## config.mk

```make
export PLATFORM = sky130hd
export DESIGN_NAME = wlmu_ctrl
export DESIGN_NICKNAME = d
export VERILOG_FILES = /design/src/rtl/wlmu_pkg.sv /design/src/rtl/wlmu_ctrl.sv
export SDC_FILE = /design/constraint.sdc
export NUM_CORES = 1
export LEC_CHECK = 0
export ABC_AREA = 1
export BUFFER_PORTS_ARGS = -buffer_cell sky130_fd_sc_hd__buf_4
export CAP_MARGIN = 20
export CORE_AREA = 2 2 39 41
export DETAILED_ROUTE_END_ITERATION = 6
export DIE_AREA = 0 0 41 43
export HOLD_SLACK_MARGIN = 0.08
export SYNTH_ARGS = -nofsm -noshare
export SYNTH_HDL_FRONTEND = slang
export SYNTH_SLANG_ARGS = --single-unit
```

## constraint.sdc

```tcl
create_clock -name clk -period 3.75 [get_ports clk]
set_clock_uncertainty 0.1 [all_clocks]
set_input_delay 0.75 -clock clk [delete_from_list [all_inputs] [get_ports clk]]
set_output_delay 0.75 -clock clk [all_outputs]
set_load 0.05 [all_outputs]
```

## src/rtl/wlmu_pkg.sv

```systemverilog
package wlmu_pkg;

    localparam int PAGE_BYTES = 65536;
    localparam int MAX_PAGES  = 4;
    localparam int MEM_BYTES  = PAGE_BYTES * MAX_PAGES;
    localparam int PAGE_SHIFT = $clog2(PAGE_BYTES);
    localparam int ADDR_W     = $clog2(MEM_BYTES);
    localparam int LIM_W      = ADDR_W + 1;
    localparam int PAGE_W     = $clog2(MAX_PAGES + 1);
    localparam int DMAX_W     = 17;

    localparam logic [4:0] K_LOAD_FIRST  = 5'd0;
    localparam logic [4:0] K_LOAD_LAST   = 5'd13;
    localparam logic [4:0] K_STORE_FIRST = 5'd14;
    localparam logic [4:0] K_STORE_LAST  = 5'd22;
    localparam logic [4:0] K_SIZE        = 5'd23;
    localparam logic [4:0] K_GROW        = 5'd24;

    localparam logic [1:0] VT_I32 = 2'd0;
    localparam logic [1:0] VT_I64 = 2'd1;
    localparam logic [1:0] VT_F32 = 2'd2;
    localparam logic [1:0] VT_F64 = 2'd3;

    localparam logic [1:0] ST_OK   = 2'd0;
    localparam logic [1:0] ST_OOB  = 2'd1;
    localparam logic [1:0] ST_TYPE = 2'd2;

    typedef struct packed {
        logic [4:0]         kind;
        logic [31:0]        address;
        logic [31:0]        offset;
        logic [63:0]        store_value;
        logic [1:0]         value_type;
        logic signed [31:0] grow_delta;
    } req_t;

    typedef struct packed {
        logic [63:0] result_value;
        logic [1:0]  status;
    } rsp_t;

    typedef struct packed {
        logic capture;
        logic setup;
        logic rd_en;
        logic wr_en;
        logic clr_en;
        logic commit;
    } cmd_t;

    typedef struct packed {
        logic go_load;
        logic go_store;
        logic go_clear;
        logic byte_last;
        logic clear_last;
    } stat_t;

    typedef struct packed {
        logic [3:0] size;
        logic       sext;
        logic       wide;
    } load_desc_t;

    typedef struct packed {
        logic [3:0] size;
        logic [1:0] tag;
    } store_desc_t;

    function automatic load_desc_t load_desc(input logic [4:0] kind);
        load_desc_t d;
        case (kind)
            5'd0:    d = '{4'd4, 1'b0, 1'b0};
            5'd1:    d = '{4'd8, 1'b0, 1'b1};
            5'd2:    d = '{4'd4, 1'b0, 1'b0};
            5'd3:    d = '{4'd8, 1'b0, 1'b1};
            5'd4:    d = '{4'd1, 1'b1, 1'b0};
            5'd5:    d = '{4'd1, 1'b0, 1'b0};
            5'd6:    d = '{4'd2, 1'b1, 1'b0};
            5'd7:    d = '{4'd2, 1'b0, 1'b0};
            5'd8:    d = '{4'd1, 1'b1, 1'b1};
            5'd9:    d = '{4'd1, 1'b0, 1'b1};
            5'd10:   d = '{4'd2, 1'b1, 1'b1};
            5'd11:   d = '{4'd2, 1'b0, 1'b1};
            5'd12:   d = '{4'd4, 1'b1, 1'b1};
            5'd13:   d = '{4'd4, 1'b0, 1'b1};
            default: d = '{4'd1, 1'b0, 1'b0};
        endcase
        return d;
    endfunction

    function automatic store_desc_t store_desc(input logic [4:0] kind);
        store_desc_t d;
        case (kind)
            5'd14:   d = '{4'd4, VT_I32};
            5'd15:   d = '{4'd8, VT_I64};
            5'd16:   d = '{4'd4, VT_F32};
            5'd17:   d = '{4'd8, VT_F64};
            5'd18:   d = '{4'd1, VT_I32};
            5'd19:   d = '{4'd2, VT_I32};
            5'd20:   d = '{4'd1, VT_I64};
            5'd21:   d = '{4'd2, VT_I64};
            5'd22:   d = '{4'd4, VT_I64};
            default: d = '{4'd1, VT_I32};
        endcase
        return d;
    endfunction

endpackage

```

## src/rtl/wlmu_ctrl.sv

```systemverilog
module wlmu_ctrl (
    input  logic            clk,
    input  logic            rst_n,
    input  logic            start,
    input  wlmu_pkg::stat_t stat,
    output wlmu_pkg::cmd_t  cmd,
    output logic            busy,
    output logic            done
);

    typedef enum logic [6:0] {
        S_IDLE  = 7'b0000001,
        S_CHECK = 7'b0000010,
        S_LOAD  = 7'b0000100,
        S_TAIL  = 7'b0001000,
        S_STORE = 7'b0010000,
        S_CLEAR = 7'b0100000,
        S_DONE  = 7'b1000000
    } state_t;

    state_t state_reg;
    state_t state_next;

    always_ff @(posedge clk or negedge rst_n)
    begin
        if (!rst_n)
        begin
            state_reg <= S_IDLE;
        end
        else
        begin
            state_reg <= state_next;
        end
    end

    always_comb
    begin
        state_next = state_reg;
        cmd        = '0;
        case (state_reg)
            S_IDLE:
            begin
                if (start)
                begin
                    cmd.capture = 1'b1;
                    state_next  = S_CHECK;
                end
            end
            S_CHECK:
            begin
                cmd.setup = 1'b1;
                if (stat.go_load)
                begin
                    state_next = S_LOAD;
                end
                else if (stat.go_store)
                begin
                    state_next = S_STORE;
                end
                else if (stat.go_clear)
                begin
                    state_next = S_CLEAR;
                end
                else
                begin
                    state_next = S_DONE;
                end
            end
            S_LOAD:
            begin
                cmd.rd_en = 1'b1;
                if (stat.byte_last)
                begin
                    state_next = S_TAIL;
                end
            end
            S_TAIL:
            begin
                state_next = S_DONE;
            end
            S_STORE:
            begin
                cmd.wr_en = 1'b1;
                if (stat.byte_last)
                begin
                    state_next = S_DONE;
                end
            end
            S_CLEAR:
            begin
                cmd.clr_en = 1'b1;
                if (stat.clear_last)
                begin
                    state_next = S_DONE;
                end
            end
            S_DONE:
            begin
                cmd.commit = 1'b1;
                state_next = S_IDLE;
            end
            default:
            begin
                state_next = S_IDLE;
            end
        endcase
    end

    assign busy = (state_reg != S_IDLE);
    assign done = (state_reg == S_DONE);

endmodule

```

=== Word-level counts from Yosys, hierarchy flattened ===
Cells that the tools add are included.
W data, S select, Z words.

* Bits in registers: 7
* Output and inout bits: 8
* Input port bits: 8

* Reduce and logical (&&, ||, !) cells: 1
* Eq/ne operators: 12
* Muxes and demuxes: 15

{| class="wikitable"
|+ Operators with widths
! kind !! count
|-
| $mux W7 || 7
|-
| $pmux W7 S6 || 1
|-
| $ne A2 B2 Y1 const B || 4
|-
| $eq A7 B1 Y1 const B || 1
|-
| $eq A7 B2 Y1 const B || 1
|-
| $eq A7 B3 Y1 const B || 1
|-
| $eq A7 B4 Y1 const B || 1
|-
| $eq A7 B5 Y1 const B || 1
|-
| $eq A7 B6 Y1 const B || 1
|-
| $eq A7 B7 Y1 const B || 1
|-
| $mux W1 || 7
|-
| $ne A7 B1 Y1 const B || 1
|-
| $reduce_and A4 Y1 || 1
|}

=== Longest topological paths before layout ===
Gate-level depths: netlist (run 1).

* Depth after elaboration: 4
* Gate-level depth with buffers: 9

=== Worst setup path before layout (run 1) ===
No wires, ideal clock.

* Path kind: register to output
* Start: reg state_reg[0]
* End: out cmd[5] (netlist name)
* Required time: 2.900 ns
* Arrival time: 1.793 ns
* Slack: 1.107 ns
* Cell stages (with the launch flop): 5
* Cell sequence: dfstp_2 > nand2_1 > nor2_1 > nand2_1 > nor2_1

{| class="wikitable"
|+ RTL lines
! element !! line !! source
|-
| start, declared || wlmu_ctrl.sv:21 || <nowiki>state_t state_reg;</nowiki>
|-
| start signal, assigned || wlmu_ctrl.sv:32 || <nowiki>state_reg <= state_next;</nowiki>
|-
| end, declared || wlmu_ctrl.sv:6 || <nowiki>output wlmu_pkg::cmd_t cmd,</nowiki>
|}

==> run_results.csv, run 1 <==
group,metric,value,unit
status,outcome,"completed",
die,fp.dieH,43,um
place,io_buffer_count,15,
layout,drive_gt1_share,24.7,%
yosys,synth_cell_types,14,
layout,antennaDiodeCount,0,
layout,nets,98,
cts,cts-buffers-inserted,3,
timing,finalCritPeriodShare,59.0,%
global_route,grt_overflow,0,
power,p_seq_share,27.8,%
run,maxCapViolations,0,
global_route,grt_pass1_wl,1450,um
drt,first_pass_iters,4,
cts,h-tree-depth,1,
power,power.net_switching,182,uW
yosys,syn_area_per_cell,6.34,sq um
timing,rsz0062_at_grt,"no",
cts,cts_tree,"yes",
yosys,syn_area,450,sq um
yosys,yosysSeqAreaShare,39.2,%
drt,drc,0,
global_route,grt_pass1_vias,361,
timing,hold_viol_final,0,
yosys,ys_ff_latch,7,
timing,slew_headroom,87.7,%
worst_setup_path,cp-end-kind,"primary output",
power,pwr_density_cell,636,nW/um^2
timing,timing.setup.tns,0,ns
worst_setup_path,arrival,1.36,ns
power,ir_worst_vdd,228,uV
worst_setup_path,cpMaxStageDelayCell,"dfstp_2",
power,p_sw_share,47.7,%
drt,ant_nets,0,
cts,ctsHoldBuffers,0,
worst_setup_path,cp_cell_sequence,"inv_1 > nand2_1 > nor2_2 > nand2_1 > inv_1 > buf_4",
cts,postCtsSetupBuffers,0,
drt,num_vias,453,
drt,viasPerCell,4.31,
timing,tightest_slew,0.184,ns
cts,cts_sinks,7,
power,power_frac_comb,54.6,%
place,gp_congestion,0.748,
cts,cts_resized,0,
power,p_clk_share,17.6,%
global_route,antenna_found_initial,0,
drt,wl,848,um
global_route,grt_max_degree,8,
worst_setup_path,critPathRequiredTime,2.90,ns
cts,clk_latency,0.25,ns
worst_setup_path,r2r_slack,2.35,ns
yosys,yosys_warnings,0,
layout,areaGrowthSynthToFinish,33.6,%
worst_setup_path,crit_path_start_kind,"register",
power,internal_power,200,uW
timing,period_needed,2.21,ns
die,rows,14,
timing,slew_viol_final,0,
timing,fmax,452,MHz
timing,setup_viol,0,
cts,clk_pin_slew,0.05,ns
power,leakagePower,0.383,nW
worst_setup_path,critPathMaxStageDelay,0.52,ns
worst_setup_path,cp_max_fo,4,
die,io_pins,16,
die,die_area,1760,sq um
layout,fin_util,43.5,%
cts,clk_path_buf_depth,2,
die,fp.dieW,41,um
layout,largest_register_ffs,7,
global_route,grt_use_total,13.3,%
worst_setup_path,path_class,"reg2out",
die,coreArea,1380,sq um
drt,post_drt_wl_per_cell,8.08,um
yosys,netlist_instances,71,
cts,root_buffer,"clkbuf_4",
die,start_util,32.5,%
place,dpl.hpwl,728,um
yosys,syn-num-nets,79,
drt,drtIter0Drc,8,
worst_hold_path,hold_class,"in2async",
==> critical path, delay by kind of cell, from the launching register on <==
family | cells | cell delay (ns)
AND/OR/NAND/NOR | 3 | 0.30
buffers and inverters | 3 | 0.28
flip-flops | 1 | 0.52
==> power groups by stage <==
stage,clock network [mW],registers (mW),logic [mW]
after detailed placement,0,0.108,0.211
after floorplan,0,0.106,0.161
after CTS,0.0702,0.106,0.211
final,0.0675,0.106,0.209
after global placement,0,0.108,0.210
after global routing,0.0753,0.109,0.226
==> cell families (layout without fill, tap and decap cells) <==
kind of cell    count (synthesis)  after routing  share of synthesized area, %
flops                           7              7                          39.2
compound gates                  3              3                          3.33
simple gates                   43             43                          41.7
buf+inv                        18             36                          15.8
==> worst paths after layout <==
| check | cells after the start | start | endpoint |
|---|---|---|---|
| min in group clk | 2 | state_reg[2]$_DFFE_PN0P_ | state_reg[2]$_DFFE_PN0P_ |
| worst min register to register | 2 | state_reg[2]$_DFFE_PN0P_ | state_reg[2]$_DFFE_PN0P_ |
| worst max register to register | 9 | state_reg[0]$_DFFE_PN1P_ | state_reg[2]$_DFFE_PN0P_ |
| max in group asynchronous | 1 | rst_n | state_reg[0]$_DFFE_PN1P_ |
| worst max-delay path | 6 | state_reg[0]$_DFFE_PN1P_ | cmd[2] |
| worst min-delay path | 1 | rst_n | state_reg[1]$_DFFE_PN0P_ |
==> metrics by stage <==
stage	std cells	area, sq um	power, mW	setup slack (ns)	hold slack [ns]
after global placement	101	576	0.318	1.75	0.434
after detailed placement	101	576	0.319	1.74	0.433
after floorplan	71	450	0.266	1.11	0.354
final	105	602	0.383	1.54	0.201
after global routing	105	602	0.411	1.43	0.195
after CTS	105	602	0.388	1.52	0.196
==> cells in the final DEF, fill, tap and decap left out, drive strengths merged <==
| cell | synthesis | final |
|---|---|---|
| nor3 | 2 | 2 |
| nor2 | 13 | 13 |
| nand3 | 7 | 7 |
| inv | 17 | 17 |
| buf | 1 | 15 |
| dfstp | 1 | 1 |
| o21ai | 3 | 3 |
| clkbuf | 0 | 4 |
| and3 | 1 | 1 |
| nand2 | 20 | 20 |
| dfrtp | 6 | 6 |
==> metal layers <==
layer / wire [um] / GRT usage, %
met3: 34 / 4.71
met1: 382 / 15.4
met2: 397 / 17.2
met5: 0 / 0
met4: 32 / 14.0
==> area by class of cell <==
type                       count  area [sq um]
inverter                      17          63.8
clock buffer                   4          26.3
timing repair buffer          15           113
tap                           16          20.0
multi-input combinational     46           203
fill                         150           782
sequential                     7           176
==> synthesized netlist by cell type <==
library cell / instances / area (sq um)
nand3_1: 7 / 35.0
nand2_1: 19 / 71.3
nand2_2: 1 / 6.26
o21ai_1: 1 / 5.00
nor2_2: 1 / 6.26
nor2_1: 11 / 41.3
dfrtp_1: 6 / 150
inv_1: 17 / 63.8
buf_4: 1 / 7.51
dfstp_2: 1 / 26.3
o21ai_0: 2 / 10.0
and3_1: 1 / 6.26
nor3_1: 2 / 10.0
nor2_4: 1 / 11.3
Power figures use the tool's default switching activity.
==> run 2, diff against run 1 <==
- clock period: 3.75 -> 1.79 ns (I/O delays scaled with it)
==> run 2 against run 1 <==
Effect of this change:
- the run now ends with negative setup slack left
- clock-buffer cell count stayed put
- core utilization rose by 9.6 points
- wire length rose by 21%
- non-clock buffer count increased by 6
- combinational power grew to 3.0 times the previous value
- final cell count up 5.7%
- highest routed layer unchanged
==> run_results.csv, run 2 (synthesis gave the netlist of run 1 again) <==
group,metric,value,unit
power,power_frac_comb,63.0,%
global_route,antenna_found_initial,0,
worst_setup_path,r2r_cells,8,
worst_setup_path,critPathMaxStageDelay,0.40,ns
drt,ant_nets,0,
layout,fin_area,734,sq um
die,fp.dieW,41,um
drt,viasPerCell,4.41,
timing,finalCritPeriodShare,100,%
power,p_sw_share,46.7,%
power,internal_power,534,uW
layout,areaGrowthSynthToFinish,63.1,%
layout,final_common_cell,"buf_4",
status,failed_checks,"negative setup slack",
timing,setup_slack,-0.000934,ns
worst_setup_path,critPathMostFrequentCell,"nand2_2",
power,power.net_switching,468,uW
drt,wl,1020,um
worst_setup_path,arrival,1.33,ns
worst_hold_path,min_to,"state_reg[4]$_DFFE_PN0P_",
die,start_util,32.5,%
place,place_area,587,sq um
power,ir_worst_vdd,636,uV
timing,tightest_slew,0.202,ns
worst_setup_path,rr_startpoint,"state_reg[2]$_DFFE_PN0P_",
worst_hold_path,hold_depth,2,
die,fp.dieH,43,um
layout,multi_input_comb_area,250,sq um
layout,fillers,137,
worst_setup_path,cpMaxStageDelayCell,"dfrtp_1",
worst_setup_path,crit_path_start_kind,"register",
die,die_area,1760,sq um
die,io_pins,16,
cts,clk_latency,0.26,ns
place,dpl.hpwl,760,um
worst_setup_path,critPathRequiredTime,1.33,ns
place,io_buffer_count,15,
die,coreArea,1380,sq um
cts,clk_path_buf_depth,2,
status,outcome,"complete, but fails checks",
global_route,grt_pass1_wl,1560,um
worst_setup_path,regToRegEndpoint,"state_reg[0]$_DFFE_PN1P_",
worst_hold_path,worstHoldStart,"stat[1]",
timing,hold_viol_final,0,
die,rows,14,
drt,num_vias,489,
layout,drive_gt1_share,43.2,%
place,gp_congestion,0.741,
layout,most-common-layout-cells,"14 x buf_4, 13 x inv_1, 12 x nand2_1",
timing,slew_headroom,86.4,%
power,leakagePower,0.421,nW
place,dpl_worst_slack,0.208,ns
timing,timing.setup.tns,-0.000934,ns
cts,cts_sinks,7,
layout,largest_register_ffs,7,
cts,clk_pin_slew,0.05,ns
layout,final-seq-area,176,sq um
timing,setup_viol,1,
drt,first_pass_iters,4,
layout,fin_util,53.1,%
worst_setup_path,r2r_slack,0.38,ns
timing,rsz0062_at_grt,"yes",
cts,root_buffer,"clkbuf_4",
worst_setup_path,path_class,"reg2out",
global_route,grt_pass1_vias,388,
cts,h-tree-depth,1,
worst_setup_path,cp_max_fo,5,
global_route,grt_max_degree,8,
drt,post_drt_wl_per_cell,9.23,um
timing,slew_viol_final,0,
power,p_seq_share,22.4,%
layout,antennaDiodeCount,0,
power,pwr_density_cell,1360,nW/um^2
worst_hold_path,hold_class,"in2reg",
cts,cts_tree,"yes",
worst_setup_path,cp-end-kind,"primary output",
global_route,grt_use_total,13.7,%
run,maxCapViolations,0,
cts,cts-buffers-inserted,3,
layout,nets,104,
drt,drc,0,
global_route,grt_overflow,0,
timing,period_needed,1.79,ns
worst_setup_path,cp_cell_sequence,"inv_1 > nand2_2 > nor2_4 > nand2_2 > inv_2 > buf_8",
timing,fmax,558,MHz
drt,drtIter0Drc,12,
power,p_clk_share,14.6,%
==> run 2: cell count changes in the layout (fill, tap and decap cells not counted), sizes merged <==
cell / before / now
buf: 15 / 20
dlygate4sd3: 0 / 1
==> run 2: timing repair <==
action | CTS | global route
pin swaps | 2 | 5
hold endpoints to repair | 7 | 0
gates resized for setup | 15 | 10
endpoints found under the setup margin | 6 | 8
hold buffers | 1 | 0
setup buffers | 1 | 4
==> run 2: power groups by stage <==
stage | Combinational, mW | Clock (mW) | Sequential, mW
floorplan | 0.360 | 0 | 0.221
global placement | 0.467 | 0 | 0.225
detailed placement | 0.464 | 0 | 0.226
CTS | 0.524 | 0.150 | 0.222
global route | 0.680 | 0.161 | 0.228
finish | 0.632 | 0.146 | 0.225
==> run 2: final cells by class <==
type / count / area share [%]
clock buffers: 4 / 3.58
well taps: 16 / 2.73
flip-flops and latches: 7 / 24.0
repair buffers: 21 / 26.9
inverters: 17 / 8.69
multi-input cells: 46 / 34.1
==> run 2: layer usage <==
layer  GRT usage, %  routed length (um)  vias to the layer above
met4           10.0                  20                        0
met5              0                   0                        -
met3           3.14                  39                        3
met1           17.8                 482                      216
met2           18.8                 482                       13
li1               -                   -                      257
==> run 2: worst max-delay path by stage <==
stage / startpoint / to / slack (ns) / cells past startpoint
after floorplan: state_reg[0]$_DFFE_PN1P_ / cmd[5] / 0.04 / 4
after global placement: state_reg[4]$_DFFE_PN0P_ / cmd[4] / 0.22 / 6
after detailed placement: state_reg[0]$_DFFE_PN1P_ / cmd[5] / 0.21 / 5
after CTS: state_reg[4]$_DFFE_PN0P_ / cmd[5] / -0.002 / 6
after global routing: state_reg[2]$_DFFE_PN0P_ / cmd[5] / -0.08 / 6
final: state_reg[6]$_DFFE_PN0P_ / cmd[4] / -0.0009 / 6
==> run 2: critical path, delay by kind of cell (launching register included) <==
family / cells / cell delay, ns
flops: 1 / 0.40
simple gates: 3 / 0.37
buf+inv: 3 / 0.31
==> run 2: metrics by stage <==
step / total power [mW] / cells / hold slack [ns]
global placement: 0.692 / 101 / 0.0765
CTS: 0.896 / 107 / 0.202
global route: 1.07 / 111 / 0.205
finish: 1.00 / 111 / 0.203
floorplan: 0.581 / 71 / -0.0376
detailed placement: 0.690 / 101 / 0.0760
==> run 3, diff against run 2 <==
- SKIP_CTS_REPAIR_TIMING: unset -> 1
==> run 3 against run 2 <==
Effect of this change:
- the flow still finishes with violations (negative setup slack)
- critical path depth did not move
- clock-buffer cell count is the same
- setup slack worse by 0.0033 ns
- via count up 1.0%
- final area up 1.9%
- wire length increased by 1.8%
- global-route usage decreased by 0.71 points
- register-to-register slack about the same
- die area did not move
==> run_results.csv, run 3 (synthesis gave the netlist of run 1 again) <==
group,metric,value,unit
status,outcome,"complete, but fails checks",
status,failed_checks,"negative setup slack",
cts,clk_path_buf_depth,2,
timing,slew_viol_final,0,
die,start_util,32.5,%
global_route,grt_pass1_wl,1480,um
power,leakagePower,0.424,nW
cts,cts-buffers-inserted,3,
power,fin_total_pwr,1.03,mW
layout,largest_register_ffs,7,
timing,tightest_slew,0.202,ns
die,coreArea,1380,sq um
global_route,antenna_found_initial,0,
worst_setup_path,arrival,1.34,ns
die,fp.dieW,41,um
place,gp_congestion,0.741,
timing,fmax,557,MHz
timing,finalCritPeriodShare,100,%
drt,post_drt_wl_per_cell,9.39,um
run,maxCapViolations,0,
timing,rsz0062_at_grt,"yes",
worst_setup_path,crit_path_start_kind,"register",
power,ir_worst_vdd,658,uV
cts,cts_sinks,7,
cts,clk_latency,0.26,ns
drt,wl,1040,um
global_route,grt_pass1_vias,370,
timing,hold_viol_final,0,
layout,fin_util,54.1,%
drt,drc,0,
drt,viasPerCell,4.45,
die,io_pins,16,
global_route,grt_max_degree,8,
layout,areaGrowthSynthToFinish,66.1,%
worst_hold_path,hold_class,"in2reg",
cts,cts_tree,"yes",
cts,h-tree-depth,1,
drt,first_pass_iters,4,
layout,most-common-layout-cells,"13 x buf_4, 12 x inv_1, 12 x nand2_1",
worst_setup_path,cp-end-kind,"primary output",
timing,setup_viol,1,
drt,drtIter0Drc,12,
worst_setup_path,path_class,"reg2out",
layout,drive_gt1_share,44.2,%
layout,final_common_cell,"buf_4",
drt,num_vias,494,
place,dpl.hpwl,760,um
worst_setup_path,cp_max_fo,5,
timing,period_needed,1.79,ns
worst_hold_path,hold_depth,2,
power,pwr_density_cell,1370,nW/um^2
global_route,grt_use_total,13.0,%
cts,root_buffer,"clkbuf_4",
worst_setup_path,r2r_cells,8,
place,io_buffer_count,15,
layout,antennaDiodeCount,0,
global_route,grt_overflow,0,
die,fp.dieH,43,um
worst_setup_path,critPathRequiredTime,1.33,ns
timing,slew_headroom,86.4,%
die,die_area,1760,sq um
layout,nets,104,
cts,clk_pin_slew,0.05,ns
timing,setup_slack,-0.00425,ns
die,rows,14,
drt,ant_nets,0,
-- run 3: cell count changes in the layout (fill, tap and decap cells not counted) --
cell,change
inv_1,-1
nor2_4,+1
nor2_2,-1
buf_6,+1
inv_2,+1
nand2_4,+1
buf_4,-1
nand2_2,-1
-- run 3: path summary, 6_finish.rpt --
check | startpoint | end | slack (ns)
min in group asynchronous | rst_n | state_reg[1]$_DFFE_PN0P_ | 0.36
max in group asynchronous | rst_n | state_reg[0]$_DFFE_PN1P_ | 1.03
hold / removal | stat[1] | state_reg[4]$_DFFE_PN0P_ | 0.20
setup / recovery | state_reg[6]$_DFFE_PN0P_ | cmd[4] | -0.004
setup reg to reg | state_reg[6]$_DFFE_PN0P_ | state_reg[0]$_DFFE_PN1P_ | 0.38
hold reg to reg | state_reg[2]$_DFFE_PN0P_ | state_reg[2]$_DFFE_PN0P_ | 0.45
-- run 3: worst max-delay path: stages (launching register included) --
cell and delay [ns]:
dfrtp_1 0.40, inv_1 0.08, nand2_2 0.06, nor2_4 0.20, nand2_2 0.10, inv_2 0.09, buf_8 0.15
-- run 3: metrics by stage --
step	hold WS, ns	instance area (sq um)	instances	TNS [ns]	worst slack, ns
4_1_cts	-0.197	613	105	-0.241	-0.0726
5_1_grt	0.205	748	111	-0.293	-0.0798
3_3_place_gp	0.0765	587	101	0	0.216
3_5_place_dp	0.0760	587	101	0	0.208
2_1_floorplan	-0.0376	462	71	0	0.0422
6_report	0.203	748	111	-0.00425	-0.00425
-- run 3: power by group --
part | internal [mW] | switching, mW | total [mW]
combinational | 0.255 | 0.397 | 0.653
sequential | 0.202 | 0.0240 | 0.226
clock | 0.0852 | 0.0607 | 0.146
-- run 3: cell type report --
class | instances | area [sq um]
clock buffer | 4 | 26.3
tap | 16 | 20.0
inverter | 17 | 63.8
multi-input combinational | 46 | 260
sequential | 7 | 176
fill | 135 | 636
timing repair buffer | 21 | 201
-- run 3: routing by layer --
layer,track usage [%],routed length [um],up-vias
met4,10.0,40,0
li1,-,-,257
met5,0,0,-
met2,17.8,489,17
met1,16.5,466,215
met3,3.14,46,5
